$ cat config.mk
export PLATFORM = sky130hd
export DESIGN_NAME = ansi_color_cell_encoder
export DESIGN_NICKNAME = d
export VERILOG_FILES = /design/src/rtl/acce_pkg.sv /design/src/rtl/ansi_color_cell_encoder.sv
export SDC_FILE = /design/constraint.sdc
export NUM_CORES = 1
export LEC_CHECK = 0
export BUFFER_PORTS_ARGS = -buffer_cell sky130_fd_sc_hd__buf_4
export CORE_MARGIN = 4
export CORE_UTILIZATION = 48
export DETAILED_ROUTE_END_ITERATION = 8
export PLACE_DENSITY = 0.8
export SYNTH_ARGS = -nofsm -noshare
export SYNTH_HDL_FRONTEND = slang
export SYNTH_SLANG_ARGS = --single-unit
export TNS_END_PERCENT = 10
$ cat constraint.sdc
create_clock -name i_clk -period 1.9 [get_ports i_clk]
set_input_delay 0.095 -clock i_clk [delete_from_list [all_inputs] [get_ports i_clk]]
set_output_delay 0.095 -clock i_clk [all_outputs]
set_load 0.1 [all_outputs]
$ cat src/rtl/acce_pkg.sv
package acce_pkg;

    // paddr covers register index 0 and the next word, so writes past the map are decoded
    localparam int unsigned ADDR_W = 3;

    // register indexes (paddr[2])
    localparam logic [0:0] REG_OPTIMIZE = 1'b0;

    // stream bytes
    localparam logic [7:0] BYTE_ESC   = 8'h1B;
    localparam logic [7:0] BYTE_LBRK  = 8'h5B;
    localparam logic [7:0] BYTE_SEMI  = 8'h3B;
    localparam logic [7:0] BYTE_M     = 8'h6D;
    localparam logic [7:0] BYTE_ZERO  = 8'h30;
    localparam logic [7:0] BYTE_ONE   = 8'h31;
    localparam logic [7:0] BYTE_TWO   = 8'h32;
    localparam logic [7:0] BYTE_THREE = 8'h33;
    localparam logic [7:0] BYTE_FOUR  = 8'h34;

    // byte positions of the fixed layout of one cell's run
    typedef enum logic [4:0] {
        SL_C_ESC,
        SL_C_LB,
        SL_C_BGTEN,
        SL_C_BG,
        SL_C_SEMI,
        SL_C_FGTEN,
        SL_C_FG,
        SL_C_M,
        SL_B_ESC,
        SL_B_LB,
        SL_B_TWO,
        SL_B_ONE,
        SL_B_M,
        SL_CHAR,
        SL_R_ESC,
        SL_R_LB,
        SL_R_ZERO,
        SL_R_M
    } t_slot;

    // color index remap
    function automatic logic [2:0] color_remap(input logic [2:0] c);
        logic [2:0] r;
        case (c)
            3'd0:    r = 3'd0;
            3'd1:    r = 3'd4;
            3'd2:    r = 3'd2;
            3'd3:    r = 3'd6;
            3'd4:    r = 3'd1;
            3'd5:    r = 3'd5;
            3'd6:    r = 3'd3;
            3'd7:    r = 3'd7;
            default: r = 3'd0;
        endcase
        return r;
    endfunction

endpackage

$ cat src/rtl/ansi_color_cell_encoder.sv
// ANSI color cell encoder
//
// Input channel (i_valid / o_ready): one text cell per transfer: character,
// 4-bit foreground (bit 3 = high intensity), 3-bit background, end-of-line.
// Output channel (o_valid / i_ready): the terminal byte stream, one byte per
// transfer, with o_run_last set on the final byte of each cell.
// Config port (APB, pready always high): register 0 bit 0 = optimize_changes,
// reset 1; when set, color and intensity escapes go out only on change.
//
// An input transfer captures the cell into the run state; its first byte is
// then loaded into the output register (o_valid) when that register is free.
// A cell produces 1 to 17 bytes; the byte serializer sets the rate. The next
// cell is taken in the cycle its predecessor's last byte is loaded into the
// output register, so runs follow back to back with no gap.
// Reset clears the previous-cell color state, empties the output register and
// sets optimize_changes. A stalled receiver holds the output byte; the
// serializer, and the input channel during a run, wait until it is taken.
module ansi_color_cell_encoder (
    input  logic                       i_clk,
    input  logic                       i_rst_n,
    input  logic                       i_valid,
    output logic                       o_ready,
    input  logic [7:0]                 i_char_code,
    input  logic [3:0]                 i_fg_color,
    input  logic [2:0]                 i_bg_color,
    input  logic                       i_end_of_line,
    output logic                       o_valid,
    input  logic                       i_ready,
    output logic [7:0]                 o_out_byte,
    output logic                       o_run_last,
    input  logic                       psel,
    input  logic                       penable,
    input  logic                       pwrite,
    input  logic [acce_pkg::ADDR_W-1:0] paddr,
    input  logic [31:0]                pwdata,
    output logic [31:0]                prdata,
    output logic                       pready
);

    // config register
    logic r_optimize;

    // previous-cell state
    logic [2:0] r_prev_fg;
    logic [2:0] r_prev_bg;
    logic       r_prev_bold;

    // current cell, captured at input transfer
    logic       r_busy;
    acce_pkg::t_slot r_slot;
    logic [7:0] r_ch;
    logic [2:0] r_fg;
    logic [2:0] r_bg;
    logic       r_bold;
    logic       r_boldesc;
    logic       r_eol;
    logic       r_short;

    // output register
    logic       r_ovalid;
    logic [7:0] r_obyte;
    logic       r_olast;

    // cell decode at the input
    logic       in_bold;
    logic [2:0] in_fg;
    logic [2:0] in_bg;
    logic       in_color;
    logic       in_boldesc;
    logic       in_short;
    acce_pkg::t_slot in_first;

    logic       out_free;
    logic       emit;
    logic       cur_last;
    logic       in_xfer;
    logic       cfg_wr;
    acce_pkg::t_slot n_slot;
    logic [7:0] n_obyte;
    logic       n_busy;

    // apb access
    assign pready = 1'b1;
    assign cfg_wr = psel && penable && pwrite && (paddr[2] == acce_pkg::REG_OPTIMIZE);
    assign prdata = (paddr[2] == acce_pkg::REG_OPTIMIZE) ? {31'd0, r_optimize} : 32'd0;

    always_ff @(posedge i_clk) begin
        if (!i_rst_n) begin
            r_optimize <= 1'b1;
        end else if (cfg_wr) begin
            r_optimize <= pwdata[0];
        end
    end

    // decode incoming cell against previous-cell state
    always_comb begin
        in_bold    = i_fg_color[3];
        in_fg      = acce_pkg::color_remap(i_fg_color[2:0]);
        in_bg      = acce_pkg::color_remap(i_bg_color);
        in_color   = !r_optimize || (in_fg != r_prev_fg) || (in_bg != r_prev_bg);
        in_boldesc = !r_optimize || (in_bold != r_prev_bold);
        in_short   = i_end_of_line && in_color && in_boldesc && !in_bold;
        if (in_color) begin
            in_first = acce_pkg::SL_C_ESC;
        end else if (in_boldesc) begin
            in_first = acce_pkg::SL_B_ESC;
        end else begin
            in_first = acce_pkg::SL_CHAR;
        end
    end

    // handshake
    assign out_free = !r_ovalid || i_ready;
    assign emit     = r_busy && out_free;
    assign cur_last = (r_slot == acce_pkg::SL_R_M) || ((r_slot == acce_pkg::SL_CHAR) && !r_eol);
    assign o_ready  = !r_busy || (emit && cur_last);
    assign in_xfer  = i_valid && o_ready;

    // next position in the run, skipping absent parts
    always_comb begin
        case (r_slot)
            acce_pkg::SL_C_ESC:   n_slot = acce_pkg::SL_C_LB;
            acce_pkg::SL_C_LB:    n_slot = acce_pkg::SL_C_BGTEN;
            acce_pkg::SL_C_BGTEN: n_slot = acce_pkg::SL_C_BG;
            acce_pkg::SL_C_BG:    n_slot = acce_pkg::SL_C_SEMI;
            acce_pkg::SL_C_SEMI:  n_slot = acce_pkg::SL_C_FGTEN;
            acce_pkg::SL_C_FGTEN: n_slot = acce_pkg::SL_C_FG;
            acce_pkg::SL_C_FG:    n_slot = acce_pkg::SL_C_M;
            acce_pkg::SL_C_M:     n_slot = r_boldesc ? acce_pkg::SL_B_ESC : acce_pkg::SL_CHAR;
            acce_pkg::SL_B_ESC:   n_slot = acce_pkg::SL_B_LB;
            acce_pkg::SL_B_LB:    n_slot = r_bold ? acce_pkg::SL_B_ONE : acce_pkg::SL_B_TWO;
            acce_pkg::SL_B_TWO:   n_slot = acce_pkg::SL_B_ONE;
            acce_pkg::SL_B_ONE:   n_slot = acce_pkg::SL_B_M;
            acce_pkg::SL_B_M:     n_slot = acce_pkg::SL_CHAR;
            acce_pkg::SL_CHAR:    n_slot = acce_pkg::SL_R_ESC;
            acce_pkg::SL_R_ESC:   n_slot = acce_pkg::SL_R_LB;
            acce_pkg::SL_R_LB:    n_slot = r_short ? acce_pkg::SL_R_M : acce_pkg::SL_R_ZERO;
            acce_pkg::SL_R_ZERO:  n_slot = acce_pkg::SL_R_M;
            acce_pkg::SL_R_M:     n_slot = acce_pkg::SL_R_M;
            default:              n_slot = acce_pkg::SL_CHAR;
        endcase
    end

    // byte at the current position
    always_comb begin
        case (r_slot)
            acce_pkg::SL_C_ESC:   n_obyte = acce_pkg::BYTE_ESC;
            acce_pkg::SL_C_LB:    n_obyte = acce_pkg::BYTE_LBRK;
            acce_pkg::SL_C_BGTEN: n_obyte = acce_pkg::BYTE_FOUR;
            acce_pkg::SL_C_BG:    n_obyte = acce_pkg::BYTE_ZERO + {5'd0, r_bg};
            acce_pkg::SL_C_SEMI:  n_obyte = acce_pkg::BYTE_SEMI;
            acce_pkg::SL_C_FGTEN: n_obyte = acce_pkg::BYTE_THREE;
            acce_pkg::SL_C_FG:    n_obyte = acce_pkg::BYTE_ZERO + {5'd0, r_fg};
            acce_pkg::SL_C_M:     n_obyte = acce_pkg::BYTE_M;
            acce_pkg::SL_B_ESC:   n_obyte = acce_pkg::BYTE_ESC;
            acce_pkg::SL_B_LB:    n_obyte = acce_pkg::BYTE_LBRK;
            acce_pkg::SL_B_TWO:   n_obyte = acce_pkg::BYTE_TWO;
            acce_pkg::SL_B_ONE:   n_obyte = acce_pkg::BYTE_ONE;
            acce_pkg::SL_B_M:     n_obyte = acce_pkg::BYTE_M;
            acce_pkg::SL_CHAR:    n_obyte = r_ch;
            acce_pkg::SL_R_ESC:   n_obyte = acce_pkg::BYTE_ESC;
            acce_pkg::SL_R_LB:    n_obyte = acce_pkg::BYTE_LBRK;
            acce_pkg::SL_R_ZERO:  n_obyte = acce_pkg::BYTE_ZERO;
            acce_pkg::SL_R_M:     n_obyte = acce_pkg::BYTE_M;
            default:              n_obyte = r_ch;
        endcase
    end

    // run busy flag
    always_comb begin
        if (in_xfer) begin
            n_busy = 1'b1;
        end else if (emit && cur_last) begin
            n_busy = 1'b0;
        end else begin
            n_busy = r_busy;
        end
    end

    // control state: busy, position, previous-cell colors
    always_ff @(posedge i_clk) begin
        if (!i_rst_n) begin
            r_busy      <= 1'b0;
            r_slot      <= acce_pkg::SL_CHAR;
            r_prev_fg   <= 3'd0;
            r_prev_bg   <= 3'd0;
            r_prev_bold <= 1'b0;
        end else begin
            r_busy <= n_busy;
            if (in_xfer) begin
                r_slot <= in_first;
                if (i_end_of_line) begin
                    r_prev_fg   <= 3'd0;
                    r_prev_bg   <= 3'd0;
                    r_prev_bold <= 1'b0;
                end else begin
                    r_prev_fg   <= in_fg;
                    r_prev_bg   <= in_bg;
                    r_prev_bold <= in_bold;
                end
            end else if (emit) begin
                r_slot <= n_slot;
            end
        end
    end

    // cell payload capture
    always_ff @(posedge i_clk) begin
        if (in_xfer) begin
            r_ch      <= i_char_code;
            r_fg      <= in_fg;
            r_bg      <= in_bg;
            r_bold    <= in_bold;
            r_boldesc <= in_boldesc;
            r_eol     <= i_end_of_line;
            r_short   <= in_short;
        end
    end

    // output register
    always_ff @(posedge i_clk) begin
        if (!i_rst_n) begin
            r_ovalid <= 1'b0;
        end else if (emit) begin
            r_ovalid <= 1'b1;
        end else if (i_ready) begin
            r_ovalid <= 1'b0;
        end
    end

    always_ff @(posedge i_clk) begin
        if (emit) begin
            r_obyte <= n_obyte;
            r_olast <= cur_last;
        end
    end

    assign o_valid    = r_ovalid;
    assign o_out_byte = r_obyte;
    assign o_run_last = r_olast;

endmodule

==> run summary, run 1 <==
The run finished with clean final reports. The full die area came out at 0.00636 mm². STA classifies the critical path startpoint as a flop. The post-route minimum period is 1810 ps. The arrival time of data at the critical path endpoint is 1720 ps.

The number of flip-flops and latches in the synthesized netlist came out at 42. Counting instances, the worst hold path has a depth of 1. The depth of the worst register-to-register path is 5.

Setup repair after global routing left no endpoint under its margin. The highest achievable clock rate is 552 MHz. Summed over all layers, the routed wires come to 5140 µm.

The source-to-sink clock delay at the later pin of the worst-skew pair came out at 300 ps. The number of synthesized flops with an enable pin is 27. The count of unique library cells instantiated by Yosys came out at 52. The H-tree generated during clock tree synthesis spans 2 levels. The area of the multi-input gates came out at 0.00111 mm². In the final timing run, aggregate negative setup slack is 0 ps. The effective utilization at floorplan came out at 50.9%. The largest fanout on the critical path came out at 6. Measured along the y axis, the die boundary spans 79.7 µm.

Registers take 0.00111 mm². In this run the deepest clock path goes through 2 buffers. Cells with a size suffix above 1 make up 20.6% of the layout. The top cell types in the final layout, fill and taps aside, are sky130_fd_sc_hd__buf_4, sky130_fd_sc_hd__conb_1, sky130_fd_sc_hd__edfxtp_1, sky130_fd_sc_hd__nand2_1, sky130_fd_sc_hd__nor2_1. The count of antenna diodes in the layout came out at 0. The final layout contains 367 nets.

The first TritonRoute pass finished after 5 iterations. Pin placement for this block handled 102 I/O pins. The worst hold path terminates at r_bold$_DFFE_PN_. The measured slew at the worst slew-check pin came out at 512 ps. Across the routed clock network, the largest skew measured is 4.49 ps.

The final worst-path cycle share is 95.3%. The CTS buffer count came out at 5. The total routing usage reported by global routing is 16.4%. The iteration-0 DRC count of the detailed router is 171. Dividing total power by cell area gives a power density of 920 mW/mm². The total leakage power came out at 0.00119 µW.

The worst hold path belongs to the class in2reg. After synthesis the cells add up to 0.00247 mm². Port buffering added 36 buffers.

The row count is 25. The worst-case register-to-register setup slack came out at 120 ps. The final count of pins violating max slew is 0. After detailed routing, the number of vias per cell comes to 5.17. The worst setup path is captured at an output port.

The final weighted congestion in routability-driven placement came out at 0.909. The worst ir drop on vdd is 0.468 mV. The cell sitting at the root of the clock tree is a sky130_fd_sc_hd__clkbuf_8.

The relative slew slack came out at 65.0%. The type of the worst setup path is reg2out. The finished layout cell area is 0.00299 mm². The final HPWL from detailed placement is 3530 µm. The via count of the first global-routing pass came out at 1731. Entering global routing, the biggest net connects 29 pins. The worst hold path begins at i_fg_color[3]. The routed length per placed instance is 13.6 µm. After floorplanning, the core was sized to cover 0.00485 mm².

The remaining number of nets flagged by the antenna check after routing is 0. The post-CTS clock slew at the launch and capture registers of the worst setup and hold paths is 80 ps. Setup violations remaining at the end of the flow were counted as 0. The data required time at the worst endpoint came out at 1800 ps.

The sequential-to-total area share from yosys stat is 45.0%. The number of buffers inserted to repair setup after CTS is 0. The area growth from synthesis to layout is 21.2%.

The average cell area after synthesis came out at 9.54 µm². The number of remaining DRC errors came out at 0. The number of maximum-capacitance constraint violations is 0. The total of warnings raised by yosys is 0. The endpoint identified for the worst register-to-register timing path is o_out_byte[3]$_DFFE_PP_. In the synthesized netlist the dominant register cell turns out to be sky130_fd_sc_hd__edfxtp_1. The die extent in x is 79.7 µm.

The first global-routing pass estimated 8140 µm of wire. The synthesized instance count came out at 259. The worst register-to-register path begins at r_slot[4]$_SDFFE_PN0P_. The number of clock sinks came out at 42.

The via count came out at 1950. The initial antenna violation count was 0. The most common library cell in the layout ignoring fill and taps is sky130_fd_sc_hd__buf_4. The fill cell total of the finished layout came out at 394. The overall overflow remaining after global route came out at 0.

The number of hold violations in the final report came out at 0. The share of synthesized flip-flops with an asynchronous set or reset is 0%. The clock tree from TritonCTS is built. The placed standard-cell area came out at 0.00274 mm².
-- how the worst max path moves through the flow --
stage / slack (ps) / cells past startpoint / from / to
global placement: 210 / 7 / r_slot[2]$_SDFFE_PN1P_ / r_slot[3]$_SDFFE_PN1P_
floorplan: -220 / 6 / o_valid$_SDFFE_PN0P_ / r_slot[0]$_SDFFE_PN1P_
detailed placement: 160 / 7 / r_slot[2]$_SDFFE_PN1P_ / r_slot[3]$_SDFFE_PN1P_
global route: 4 / 5 / r_slot[4]$_SDFFE_PN0P_ / o_ready
CTS: 40 / 5 / r_slot[2]$_SDFFE_PN1P_ / o_ready
finish: 90 / 5 / r_slot[4]$_SDFFE_PN0P_ / o_ready
-- per-stage QoR --
stage / cells / power (µW) / setup WS [ps] / hold WS [ps] / util, %
detailed placement: 355 / 2010 / 162 / 275 / 56.4
global placement: 355 / 2010 / 210 / 273 / 56.4
floorplan: 289 / 1890 / -216 / 194 / -
CTS: 376 / 2760 / 42.8 / 1.14 / 61.5
finish: 377 / 2750 / 88.6 / 12.3 / 61.8
global route: 377 / 2860 / 4.25 / 6.01 / 61.8
-- kinds of logic after synthesis --
family / Yosys count / synth area share (%)
AO/OA/AOI/OAI: 78 / 21.9
XOR/XNOR: 7 / 2.48
multiplexers: 1 / 0.405
buffers and inverters: 57 / 14.9
flip-flops: 42 / 45.0
other: 2 / 0.304
AND/OR/NAND/NOR: 72 / 15.0
-- Yosys cell counts, types with 2 or more instances --
master                     count  area, µm²
sky130_fd_sc_hd__conb_1        2       7.51
sky130_fd_sc_hd__a21boi_1      7       52.6
sky130_fd_sc_hd__buf_4        33        248
sky130_fd_sc_hd__o211ai_1      2       15.0
sky130_fd_sc_hd__clkbuf_1      6       22.5
sky130_fd_sc_hd__nor4_1        2       12.5
sky130_fd_sc_hd__nand2_1      20       75.1
sky130_fd_sc_hd__o31ai_1       2       15.0
sky130_fd_sc_hd__a22oi_1       2       15.0
sky130_fd_sc_hd__a221o_1       2       20.0
sky130_fd_sc_hd__inv_2         3       11.3
sky130_fd_sc_hd__o21a_1        4       30.0
sky130_fd_sc_hd__a22o_1        2       17.5
sky130_fd_sc_hd__dfxtp_1      15        300
sky130_fd_sc_hd__nand2b_1      6       37.5
sky130_fd_sc_hd__nor3_1        4       20.0
sky130_fd_sc_hd__buf_6         3       33.8
sky130_fd_sc_hd__o21ai_1       2       10.0
sky130_fd_sc_hd__a21oi_1      15       75.1
sky130_fd_sc_hd__a211oi_1      3       22.5
sky130_fd_sc_hd__nor2_1       19       71.3
sky130_fd_sc_hd__and2_1        2       12.5
sky130_fd_sc_hd__xnor2_1       3       26.3
sky130_fd_sc_hd__buf_2         7       35.0
sky130_fd_sc_hd__nor2b_1       4       25.0
sky130_fd_sc_hd__o32ai_1       2       17.5
sky130_fd_sc_hd__nand3_1       3       15.0
sky130_fd_sc_hd__a31oi_1       4       25.0
sky130_fd_sc_hd__inv_1         5       18.8
sky130_fd_sc_hd__edfxtp_1     27        811
sky130_fd_sc_hd__nand3b_1      7       52.6
sky130_fd_sc_hd__o21ai_0      18       90.1
sky130_fd_sc_hd__xor2_1        4       35.0
-- per-layer routing --
layer / up-vias / wire length (µm) / GRT usage [%]
li1: 967 / - / -
met1: 893 / 2060 / 20.2
met2: 80 / 2690 / 28.8
met3: 10 / 318 / 3.50
met4: 0 / 78 / 4.56
met5: - / 0 / 0
-- state kept, by name, summed over array words and instances, names as in the netlist, 3 cells and up --
name	count
o_out_byte	8
r_ch	8
r_slot	5
r_bg	3
r_fg	3
r_prev_bg	3
r_prev_fg	3
-- repair_timing --
item / 4_1_cts / 5_1_grt
hold buffers: 13 / 1
setup endpoints to repair: 0 / 1
gates resized for setup: 0 / 1
hold endpoints to repair: 13 / 1
-- layout make-up --
class	count	share of cell area (%)
multi-input cells	190	37.2
flip-flops and latches	42	37.2
repair buffers	62	18.0
clock buffers	7	2.88
well taps	67	2.80
clock inverters	1	1.00
inverters	8	1.00
-- power breakdown --
group	internal, µW	switching [µW]	total (µW)
sequential	1060	43.4	1100
clock	428	297	726
combinational	239	687	926
total	1730	1030	2750
-- critical path: stages, from the launching register on --
cell                       delay (ps)
sky130_fd_sc_hd__dfxtp_1          520
sky130_fd_sc_hd__nand2b_4         140
sky130_fd_sc_hd__o32ai_4          160
sky130_fd_sc_hd__nand2_1          150
sky130_fd_sc_hd__o21ai_4          150
sky130_fd_sc_hd__buf_4            300
Power figures use the tool's default switching activity.
==> run 2: changes to the inputs <==
Settings changed: BUFFER_PORTS_ARGS -buffer_cell sky130_fd_sc_hd__buf_4 to -buffer_cell sky130_fd_sc_hd__buf_2.
==> run 2 against run 1 <==
First-iteration DRC count fell by 5.3%. Fmax rose by 7.1%. Total power fell by 2.8%. Flip-flop and latch count did not move. Sequential power barely moved. Wire length fell by 5.4%. Largest cell class unchanged. Critical path type unchanged. Highest routed layer unchanged. Critical endpoint unchanged.
==> run summary, run 2 (synthesis gave the netlist of run 1 again) <==
The flow ran to the end, and the final reports show no timing, DRC or antenna violations. TritonCTS built the clock tree. The depth of the worst register-to-register path is 6 (+1). The total routing usage reported by global routing is 16.3% (-0.091 points). The total leakage power is 0.00113 µW (-5.3%). STA classifies the critical path endpoint as an output port. The iteration-0 DRC count of the detailed router is 162 (-5.3%).

The data required time at the worst endpoint is 1800 ps (about the same). The number of remaining DRC errors is 0 (unchanged). The launch instance of the worst min-delay path is pwdata[0].

The utilization of the core after routing came out at 58.6% (-3.2 points). The effective utilization at floorplan is 50.9% (unchanged). The vias per cell came out at 5.13 (-0.83%). The top cell types in the final layout, fill and taps aside, are sky130_fd_sc_hd__buf_2, sky130_fd_sc_hd__conb_1, sky130_fd_sc_hd__edfxtp_1, sky130_fd_sc_hd__nand2_1, sky130_fd_sc_hd__nor2_1. The final setup skew was 7.67 ps (+3.18 ps).

From synthesis to final layout, the design area changed by 14.9%. The final wirelength came out at 4870 µm (-5.4%). The worst hold margin came out at 10.2 ps (-2.14 ps). The row count came out at 25 (unchanged).

The source-to-sink clock delay at the later pin of the worst-skew pair came to 290 ps (about the same). The total power divided by cell area came to 942 mW/mm² (+2.5%). The post-CTS clock slew at the launch and capture registers of the worst setup and hold paths was 80 ps (about the same).

The pre-CTS worst setup slack was 250 ps (+88.2 ps). The number of cells on the worst hold path came out at 3 (+2). The register area came out at 0.00111 mm² (-0.11%).

The initial antenna violation count came out at 0 (unchanged). The number of I/O pins is 102 (unchanged). The die outline height is 79.7 µm (unchanged). The full die area was 0.00636 mm² (unchanged). The critical path is of the reg2out type. The number of maximum-capacitance constraint violations came to 0 (unchanged). The final HPWL from detailed placement came to 3480 µm (-1.6%).

The floorplan core area was 0.00485 mm² (unchanged). The CTS buffer count was 5 (unchanged). The final net count came out at 361 (-1.6%). The via count is 1903 (-2.4%). Tracing the worst setup path back leads to its startpoint at r_slot[4]$_SDFFE_PN0P_. The fill cell total of the finished layout came out at 432 (+9.6%). The final worst-path cycle share is 89.0% (-6.3 points). The worst register-to-register path begins at r_slot[3]$_SDFFE_PN1P_. The number of hold violations in the final report came out at 0 (unchanged). The worst ir drop on vdd came out at 0.591 mV (+26%). Setup repair after global routing left no endpoint under its margin.

The number of buffers between clock root and the deepest sink is 2 (unchanged). The number of buffers inserted to repair setup after CTS is 0 (unchanged). The post-route minimum period is 1690 ps (-120 ps).

The most common library cell in the layout ignoring fill and taps is sky130_fd_sc_hd__buf_2. The global-route wire length before repair came to 8160 µm (+0.25%). The highest achievable clock rate came out at 591 MHz (+7.1%). The count of antenna diodes in the layout was 0 (unchanged).

The final count of pins violating max slew came out at 0 (unchanged). The via count of the first global-routing pass is 1754 (+1.3%). The largest net degree at the start of global routing came out at 30 (+3.4%). The largest fanout on the critical path came out at 6 (unchanged). The final-layout setup total negative slack is 0 ps (unchanged). The least setup slack across all paths after layout came to 209 ps (+120 ps).

The overall overflow remaining after global route is 0 (unchanged). The path type of the worst min-delay path is in2reg. STA classifies the critical path startpoint as a flop. The number of clock sinks is 42 (unchanged). The library cell used as clock root buffer is sky130_fd_sc_hd__clkbuf_8. The final weighted congestion in routability-driven placement is 0.899 (-1.1%). The die extent in x came out at 79.7 µm (unchanged).

The number of standard cells in the final layout excluding fillers was 371 (-1.6%). The area of the multi-input gates is 0.00111 mm² (unchanged). The share of layout cells above drive strength 1 is 20.7% (+0.079 points). The number of endpoints failing setup at the final stage was 0 (unchanged). The routed length per placed instance is 13.1 µm (-3.9%). The number of H-tree levels came out at 2 (unchanged).

The number of cells in the design after placement came out at 355 (unchanged). The number of input and output port buffers inserted came out at 36 (unchanged). The arrival time of data at the critical path endpoint is 1600 ps (-120 ps). The length of the first detailed-routing pass in iterations came out at 5 (unchanged).

The remaining number of nets flagged by the antenna check after routing is 0 (unchanged).
==> run 2: layout make-up <==
class | instances | area share, %
multi-input cells | 190 | 39.2
repair buffers | 56 | 13.8
clock buffers | 6 | 2.56
clock inverters | 2 | 1.32
well taps | 67 | 2.95
inverters | 8 | 1.06
flip-flops and latches | 42 | 39.1
==> run 2: layer usage <==
| metal | vias up | track usage (%) | part of all wire, % |
|---|---|---|---|
| li1 | 950 | - | - |
| met1 | 864 | 20.6 | 40 |
| met2 | 81 | 27.5 | 51 |
| met3 | 8 | 3.84 | 7.9 |
| met4 | 0 | 4.90 | 1.2 |
| met5 | - | 0 | 0 |
==> run 2: report_power, final <==
part	switching (µW)	total [µW]	leakage [µW]	internal, µW
clock	299	691	0.0000514	392
combinational	685	890	0.000697	205
sequential	37.0	1090	0.000380	1060
total	1020	2670	0.00113	1650
==> run 2: worst paths after layout <==
check	end	slack [ps]
max	o_ready	210
min	r_optimize$_SDFFE_PN1P_	10
max reg2reg	r_slot[0]$_SDFFE_PN1P_	210
min reg2reg	r_prev_fg[1]$_SDFFE_PN0N_	460
==> run 2: stage by stage <==
step                instance area, µm²  power, µW
floorplan                         2590       1890
global placement                  2650       1980
detailed placement                2650       1980
CTS                               2840       2690
global route                      2840       2790
finish                            2840       2670
==> run 2: worst max-delay path: stages, from the launching register on <==
cell	delay [ps]
sky130_fd_sc_hd__dfxtp_1	480
sky130_fd_sc_hd__nand2b_4	140
sky130_fd_sc_hd__o32ai_4	160
sky130_fd_sc_hd__nand2_1	150
sky130_fd_sc_hd__o21ai_4	180
sky130_fd_sc_hd__buf_12	190
==> run 2: repair_timing <==
item | 4_1_cts | 5_1_grt
hold buffers | 8 | 0
gates resized for setup | 0 | 0
hold endpoints to repair | 8 | 0
endpoints found under the setup margin | 0 | 0
